<file path="config.mk">
export PLATFORM = sky130hd
export DESIGN_NAME = pwc_decode
export DESIGN_NICKNAME = d
export VERILOG_FILES = /design/src/hw/rtl/pwc_pkg.sv /design/src/hw/rtl/pwc_decode.sv
export SDC_FILE = /design/constraint.sdc
export NUM_CORES = 1
export LEC_CHECK = 0
export ABC_AREA = 1
export BUFFER_PORTS_ARGS = -buffer_cell sky130_fd_sc_hd__buf_4
export CAP_MARGIN = 5
export CORE_MARGIN = 1.5
export CORE_UTILIZATION = 40
export DETAILED_ROUTE_END_ITERATION = 8
export GPL_TIMING_DRIVEN = 0
export PLACE_DENSITY = 0.85
export SETUP_SLACK_MARGIN = 0.05
export SYNTH_ARGS = -nofsm -noshare
export SYNTH_HDL_FRONTEND = slang
export SYNTH_SLANG_ARGS = --single-unit
export TNS_END_PERCENT = 1
</file>
<file path="constraint.sdc">
create_clock -name vclk -period 3.5
set_clock_uncertainty 0.1 [all_clocks]
set_input_delay 0.525 -clock vclk [all_inputs]
set_output_delay 0.525 -clock vclk [all_outputs]
set_load 0.03 [all_outputs]
</file>
<file path="src/hw/rtl/pwc_pkg.sv">
// Shared types, constants and helper functions for the pileup window counter.
// Used by pwc_decode and pileup_window_counter; no dependencies.
`default_nettype none

package pwc_pkg;

    localparam int WINDOW      = 1024;
    localparam int COUNT_BITS  = 32;

    localparam int OFS_W       = 10;
    localparam int CODE_W      = 4;
    localparam int POS_W       = 31;
    localparam int OUT_W       = 32;
    localparam int GRP_W       = 5;
    localparam int COL_W       = (WINDOW > 1) ? $clog2(WINDOW) : 1;
    localparam int BA_W        = COL_W + 2;
    localparam int CA_W        = COL_W + 4;
    localparam int BASE_DEPTH  = WINDOW * 4;
    localparam int CODON_DEPTH = WINDOW * 16;
    localparam int ROW_W       = 4 * COUNT_BITS;
    localparam int SUM_W       = ((COL_W > OFS_W) ? COL_W : OFS_W) + 1;
    localparam int RED_STEPS   = (WINDOW >= (1 << OFS_W)) ? 1
                                 : $clog2((1 << OFS_W) / WINDOW) + 1;

    // Rows of one column in the strand/gap memory
    localparam logic [1:0] ROW_FWD = 2'd0;
    localparam logic [1:0] ROW_REV = 2'd1;
    localparam logic [1:0] ROW_GAP = 2'd2;

    localparam logic [GRP_W-1:0] GRP_FIRST_CODON = GRP_W'(3);
    localparam logic [GRP_W-1:0] GRP_LAST        = GRP_W'(18);

    typedef enum logic [1:0] {
        CMD_ADVANCE = 2'd0,
        CMD_BASE    = 2'd1,
        CMD_GAP     = 2'd2,
        CMD_SETPOS  = 2'd3
    } cmd_t;

    typedef enum logic [2:0] {
        ST_CLEAR,
        ST_IDLE,
        ST_UPDATE,
        ST_EMIT,
        ST_DRAIN
    } state_t;

    typedef logic [COUNT_BITS-1:0] count_t;
    typedef count_t [3:0] row_t;

    typedef struct packed {
        logic       valid;
        logic [1:0] idx;
    } base_t;

    typedef struct packed {
        logic            base_en;
        logic [BA_W-1:0] base_row;
        logic [1:0]      base_lane;
        logic            codon_en;
        logic [CA_W-1:0] codon_row;
        logic [1:0]      codon_lane;
    } item_t;

    // One-hot sequence code to A/C/G/T index; everything else is ambiguous
    function automatic base_t code_to_base(input logic [CODE_W-1:0] code);
        base_t b;
        b = '0;
        unique case (code)
            4'h1:    b = '{valid: 1'b1, idx: 2'd0};
            4'h2:    b = '{valid: 1'b1, idx: 2'd1};
            4'h4:    b = '{valid: 1'b1, idx: 2'd2};
            4'h8:    b = '{valid: 1'b1, idx: 2'd3};
            default: b = '0;
        endcase
        return b;
    endfunction

    // offset mod WINDOW by restoring subtraction of shifted window sizes
    function automatic logic [OFS_W-1:0] reduce_offset(input logic [OFS_W-1:0] ofs);
        logic [OFS_W-1:0] r;
        r = ofs;
        for (int k = RED_STEPS - 1; k >= 0; k--) begin
            if (int'(r) >= (WINDOW << k))
            begin
                r = r - OFS_W'(WINDOW << k);
            end
        end
        return r;
    endfunction

    function automatic count_t sat_inc(input count_t c);
        return (&c) ? c : c + count_t'(1);
    endfunction

    function automatic logic [OUT_W-1:0] to_out(input count_t c);
        logic [63:0] w;
        w = 64'(c);
        return w[OUT_W-1:0];
    endfunction

endpackage

`default_nettype wire

</file>
<file path="src/hw/rtl/pwc_decode.sv">
// Item decoder: maps sequence codes and the window offset to memory rows and lanes.
// Depends on pwc_pkg.
`default_nettype none

module pwc_decode (
    input  wire logic [1:0]                  command,
    input  wire logic [pwc_pkg::OFS_W-1:0]   offset,
    input  wire logic                        reverse_strand,
    input  wire logic [pwc_pkg::CODE_W-1:0]  base_code,
    input  wire logic [pwc_pkg::CODE_W-1:0]  next_code_one,
    input  wire logic [pwc_pkg::CODE_W-1:0]  next_code_two,
    input  wire logic                        codon_allowed,
    input  wire logic [pwc_pkg::COL_W-1:0]   head_slot,
    output pwc_pkg::item_t                   item
);

    pwc_pkg::cmd_t                 cmd;
    pwc_pkg::base_t                b0;
    pwc_pkg::base_t                b1;
    pwc_pkg::base_t                b2;
    logic [pwc_pkg::OFS_W-1:0]     ofs_red;
    logic [pwc_pkg::SUM_W-1:0]     sum;
    logic [pwc_pkg::SUM_W-1:0]     sum_wrap;
    logic [pwc_pkg::COL_W-1:0]     col;
    logic                          is_base;
    logic                          is_gap;

    assign cmd     = pwc_pkg::cmd_t'(command);
    assign b0      = pwc_pkg::code_to_base(base_code);
    assign b1      = pwc_pkg::code_to_base(next_code_one);
    assign b2      = pwc_pkg::code_to_base(next_code_two);
    assign is_base = (cmd == pwc_pkg::CMD_BASE);
    assign is_gap  = (cmd == pwc_pkg::CMD_GAP);

    // column = (head + offset) mod WINDOW
    assign ofs_red  = pwc_pkg::reduce_offset(offset);
    assign sum      = pwc_pkg::SUM_W'(head_slot) + pwc_pkg::SUM_W'(ofs_red);
    assign sum_wrap = (sum >= pwc_pkg::SUM_W'(pwc_pkg::WINDOW))
                      ? sum - pwc_pkg::SUM_W'(pwc_pkg::WINDOW) : sum;
    assign col      = sum_wrap[pwc_pkg::COL_W-1:0];

    always_comb
    begin
        item.base_en    = (is_base && b0.valid) || is_gap;
        item.base_row   = {col, is_gap ? pwc_pkg::ROW_GAP
                                       : (reverse_strand ? pwc_pkg::ROW_REV
                                                         : pwc_pkg::ROW_FWD)};
        item.base_lane  = is_gap ? 2'd0 : b0.idx;
        item.codon_en   = is_base && codon_allowed && b0.valid && b1.valid && b2.valid;
        // codon index 16*b0 + 4*b1 + b2: row picks four codons, lane picks one
        item.codon_row  = {col, b0.idx, b1.idx};
        item.codon_lane = b2.idx;
    end

endmodule

`default_nettype wire

</file>
==> flow_summary_export.csv, run 1 <==
group,metric,value,unit
worst_setup_path,crit_cells,10,
worst_setup_path,cp_max_stage_cell,"fa_1",
detailed_routing,route.final.wire_length,2290,µm
detailed_routing,detailedRoute.firstPassIterationCount,6,
worst_setup_path,slowest_cell_delay_on_critical_path,0.42,ns
layout,n_sequential_cell,0,
timing,setup_viol,0,
pwr,comb_power_share,100.0,%
worst_setup_path,worst_setup_path_startpoint,"offset[0]",
timing,final_hold_viol_count,0,
logic_synthesis,synthesis.yosys.warnings,0,
clock_tree,cts_hold_buf,0,
global_route,initial_antenna_violation_count,0,
detailed_routing,postRouteAntennaNets,0,
floorplan,top_level_pins,68,
pwr,power.clock.fraction,0,%
pwr,max-vdd-ir-drop,0.000135,V
logic_synthesis,synthCells,142,
pwr,net-switching-power,193,µW
detailed_routing,detail_route.drc_violations,0,
pwr,cellInternalPower,146,µW
floorplan,die_width,46.7,µm
pwr,power_leakage,0.000815,µW
clock_tree,cts.repair_timing.setup_buffer_count,0,
layout,final_core_util,74.0,%
layout,final-seq-area,0,µm²
layout,layout_commonest_cell,"buf_4",
floorplan,floorplan.rows,15,
placement,pre_cts_ws,0.833,ns
detailed_routing,detail_route.iter0.violations,13,
pwr,cellPowerDensity,259,nW/µm²
timing,timing.fmax,376,MHz
global_route,globalRoute.totalOverflow,0,
placement,globalplace.congestion,0.769,
detailed_routing,detailroute.via_count,1070,
timing,post-route-period-util,76.1,%
worst_setup_path,timing.critical_path.mode_cell,"buf_4",
floorplan,fp.coreArea,1760,µm²
worst_setup_path,worst_setup_path_endpoint,"item[29]",
floorplan,floorplan.die.height,46.7,µm
timing,final_period_demand_of_the_worst_path,2.66,ns
layout,ratio_of_cells_with_drive_above_1_in_the_final_layout,39.0,%
timing,setup_ws,0.838,ns
worst_setup_path,worst-path-buf-inv,4,
layout,clock_buffers,0,
logic_synthesis,yosysSeqAreaShare,0,%
layout,area_growth_from_synthesis_to_final_layout,70.9,%
pwr,power.share.sequential,0,%
placement,port_buffers,68,
timing,rsz0062_at_grt,"no",
worst_setup_path,worstPathCellList,"buf_4, ha_1, inv_1, fa_1, o21ai_2, nand2_1, nand3_1, nand2_1, buf_4, buf_4",
placement,place.detailed.instances,235,
worst_setup_path,critical_path.top_delay_family,"adder cells",
worst_setup_path,worst-endpoint-required,2.87,ns
global_route,grt_usage,21.8,%
timing,timing_worst_slew_pin_value,0.270,ns
timing,setup-tns-final,0,ns
min_path,worstHoldPathType,"input port to primary output",
clock_tree,cts_resized,0,
layout,fillCellCount,175,
layout,finish.net_count,258,
worst_setup_path,critPathArrivalTime,2.04,ns
timing,slew_viol_final,0,
flow_run,maxcap_viol_count,0,
worst_setup_path,setup.worst_path.class,"input port to primary output",
detailed_routing,vias_per_cell,4.55,
floorplan,effective_utilization_at_floorplan,43.3,%
timing,timing.slew.headroom,81.9,%
worst_setup_path,endpoint_kind,"primary output",
floorplan,floorplan.die_area,2180,µm²
global_route,grt_pass1_wl,3610,µm
layout,most-common-layout-cells,"buf_4, nand2_1, inv_1, nor2_1, nand3_1",
logic_synthesis,postSynthAreaPerCell,5.38,µm²
logic_synthesis,synth.net_count,188,
layout,instances_no_fill,235,
detailed_routing,detail_route.wl_per_cell,9.74,µm
global_route,first_global_vias,919,
global_route,grt_start_max_net_pins,6,
worst_setup_path,crit_fanout,3,
status,status,"finished, final reports clean",
placement,hpwl,2100,µm
logic_synthesis,netlist-cell-type-count,21,
layout,antenna_cells_inserted,0,
logic_synthesis,syn_area,764,µm²
worst_setup_path,startpoint_type,"input port",
pwr,sw_frac_of_total,57.0,%
[stage by stage]
step	total power [µW]	hold slack (ns)	instance area, µm²
floorplan	216	1.07	764
global placement	331	1.23	1310
detailed placement	339	1.25	1310
CTS	340	1.25	1310
global route	363	1.26	1310
finish	338	1.25	1310
[cell type report]
class / instances / area (µm²) / share of cell area (%)
well taps: 25 / 31.3 / 2.39
inverters: 24 / 90.1 / 6.90
plain buffers: 11 / 82.6 / 6.32
repair buffers: 68 / 510 / 39.1
multi-input cells: 107 / 592 / 45.3
[power by group through the flow]
stage                     Clock (µW)  Combinational, µW  Sequential (µW)
after global placement             0                331                0
after global routing               0                363                0
after floorplan                    0                216                0
after CTS                          0                340                0
after detailed placement           0                339                0
final                              0                338                0
[worst min-delay path by stage]
stage	cells past startpoint	slack, ns	from	endpoint
floorplan	1	1.07	next_code_one[2]	item[2]
finish	3	1.25	next_code_one[0]	item[2]
global placement	3	1.23	next_code_one[0]	item[2]
global route	3	1.26	next_code_one[0]	item[2]
detailed placement	3	1.25	next_code_one[0]	item[2]
CTS	3	1.25	next_code_one[0]	item[2]
[kinds of logic (layout without fill, tap and decap cells)]
family                     count (synthesis)  in the layout  synth area share [%]
buffers and inverters                     35            103                  22.6
xor gates and xnor gates                   7              7                  8.02
AOI/OAI and AO/OA                         11             11                  8.51
and+or+nand+nor                           79             79                  43.5
adders and majority gates                 10             10                  17.3
[per-layer routing]
layer  part of all wire (%)  global-route usage (%)  vias to the layer above
met4                      0                    2.22                        0
li1                       -                       -                      570
met5                      0                       0                        -
met2                     57                    48.1                       32
met1                     38                    22.6                      468
met3                    4.6                   0.784                        0
[synth_stat cells]
| master | instances | area share, % |
|---|---|---|
| buf_4 | 11 | 11 |
| nand3_1 | 11 | 7.2 |
| nand2_1 | 45 | 22 |
| nand3b_1 | 2 | 2.0 |
| o32ai_1 | 1 | 1.1 |
| nor2_1 | 16 | 7.9 |
| xnor2_1 | 3 | 3.4 |
| o21ai_2 | 1 | 1.1 |
| ha_1 | 9 | 15 |
| or2_1 | 1 | 0.82 |
| inv_1 | 24 | 12 |
| nand4_1 | 1 | 0.82 |
| xor2_1 | 4 | 4.6 |
| o21ai_0 | 1 | 0.65 |
| a21oi_1 | 5 | 3.3 |
| nor2_2 | 1 | 0.82 |
| nand3_2 | 1 | 1.3 |
| o21a_1 | 1 | 0.98 |
| fa_1 | 1 | 2.6 |
| o21ai_1 | 2 | 1.3 |
| nor3_1 | 1 | 0.65 |
Power figures use the tool's default switching activity.
==> run 2, diff against run 1 <==
==> constraint.sdc (replaced) <==
create_clock -name vclk -period 2.5
set_clock_uncertainty 0.1 [all_clocks]
set_input_delay 0.375 -clock vclk [all_inputs]
set_output_delay 0.375 -clock vclk [all_outputs]
set_load 0.03 [all_outputs]
==> flow_summary_export.csv, run 2 (synthesis gave the netlist of run 1 again) <==
group,metric,value,unit
layout,n_sequential_cell,0,
worst_setup_path,endpoint_kind,"primary output",
clock_tree,cts_hold_buf,0,
detailed_routing,detail_route.wl_per_cell,9.71,µm
layout,ratio_of_cells_with_drive_above_1_in_the_final_layout,39.5,%
floorplan,floorplan.die.height,46.7,µm
pwr,power_leakage,0.000816,µW
min_path,worstHoldPathType,"input port to primary output",
timing,post-route-period-util,93.8,%
floorplan,fp.coreArea,1760,µm²
floorplan,floorplan.rows,15,
flow_run,maxcap_viol_count,0,
detailed_routing,detail_route.iter0.violations,20,
worst_setup_path,worst_setup_path_startpoint,"offset[0]",
worst_setup_path,startpoint_type,"input port",
timing,setup_viol,0,
min_path,min_delay_path_depth,3,
timing,final_hold_viol_count,0,
placement,hpwl,2110,µm
timing,slew_viol_final,0,
global_route,grt_usage,20.2,%
worst_setup_path,timing.critical_path.mode_cell,"buf_4",
layout,layout_commonest_cell,"buf_4",
clock_tree,cts_resized,0,
layout,antenna_cells_inserted,0,
floorplan,floorplan.die_area,2180,µm²
floorplan,die_width,46.7,µm
timing,timing_worst_slew_pin_value,0.299,ns
worst_setup_path,critPathArrivalTime,1.87,ns
layout,area_growth_from_synthesis_to_final_layout,71.8,%
detailed_routing,detailedRoute.firstPassIterationCount,4,
floorplan,top_level_pins,68,
placement,placed_area,1310,µm²
clock_tree,cts.repair_timing.setup_buffer_count,0,
detailed_routing,postRouteAntennaNets,0,
detailed_routing,vias_per_cell,4.59,
status,status,"finished, final reports clean",
worst_setup_path,crit_fanout,3,
layout,finish.net_count,258,
timing,timing.fmax,426,MHz
pwr,max-vdd-ir-drop,0.000222,V
timing,rsz0062_at_grt,"no",
global_route,initial_antenna_violation_count,0,
layout,most-common-layout-cells,"buf_4, nand2_1, inv_1, nor2_1, nand3_1",
timing,setup-tns-final,0,ns
global_route,grt_pass1_wl,3370,µm
worst_setup_path,slowest_cell_delay_on_critical_path,0.43,ns
global_route,grt_start_max_net_pins,6,
detailed_routing,detail_route.drc_violations,0,
global_route,globalRoute.totalOverflow,0,
layout,final_cell_area,1310,µm²
timing,final_period_demand_of_the_worst_path,2.35,ns
floorplan,effective_utilization_at_floorplan,43.3,%
timing,timing.slew.headroom,80.0,%
worst_setup_path,worstPathCellList,"buf_4, ha_1, inv_1, fa_1, o21ai_2, nand2_1, nand3_1, nand2_1, buf_4, buf_4",
worst_setup_path,worst-endpoint-required,2.03,ns
worst_setup_path,cp_max_stage_cell,"fa_1",
global_route,first_global_vias,897,
detailed_routing,route.final.wire_length,2280,µm
detailed_routing,detailroute.via_count,1078,
min_path,hold_path.startpoint,"next_code_one[0]",
placement,globalplace.congestion,0.821,
layout,clock_buffers,0,
pwr,cellPowerDensity,363,nW/µm²
layout,final-seq-area,0,µm²
worst_setup_path,setup.worst_path.class,"input port to primary output",
placement,port_buffers,68,
-- run 2: cell counts in the layout (fill, tap and decap cells not counted) --
Identical to the previous run, type by type.
-- run 2: power by group --
part | switching, µW | internal (µW) | leakage, µW | total (µW)
combinational | 272 | 206 | 0.000816 | 477
sequential | 0 | 0 | 0 | 0
clock | 0 | 0 | 0 | 0
-- run 2: stage by stage --
step	utilization [%]	worst slack, ns	cells	hold WS (ns)	power [µW]
2_1_floorplan	-	0.150	142	0.765	305
3_3_place_gp	74.5	0.129	235	0.934	467
3_5_place_dp	74.5	0.107	235	0.934	479
4_1_cts	74.5	0.107	235	0.936	480
5_1_grt	74.5	0.0512	235	0.945	513
6_report	74.5	0.155	235	0.938	477
-- run 2: per-layer routing --
| layer | wire, µm | global-route usage (%) | up-vias |
|---|---|---|---|
| met5 | 0 | 0 | - |
| met4 | 0 | 0 | 0 |
| met3 | 87 | 0 | 0 |
| met2 | 1330 | 44.2 | 25 |
| met1 | 870 | 22.5 | 486 |
| li1 | - | - | 567 |
-- run 2: layout make-up --
type	count	area (µm²)
repair buffers	68	510
fillers	174	450
inverters	24	90.1
plain buffers	11	82.6
multi-input cells	107	599
well taps	25	31.3
-- run 2: critical path, delay by kind of cell --
kind            cells  cell delay [ns]
compound gates      1             0.23
simple gates        3             0.26
fa+ha+maj           2             0.60
buf+inv             4             0.41
-- run 2: final timing paths --
path and end:
max item[29], min item[2]
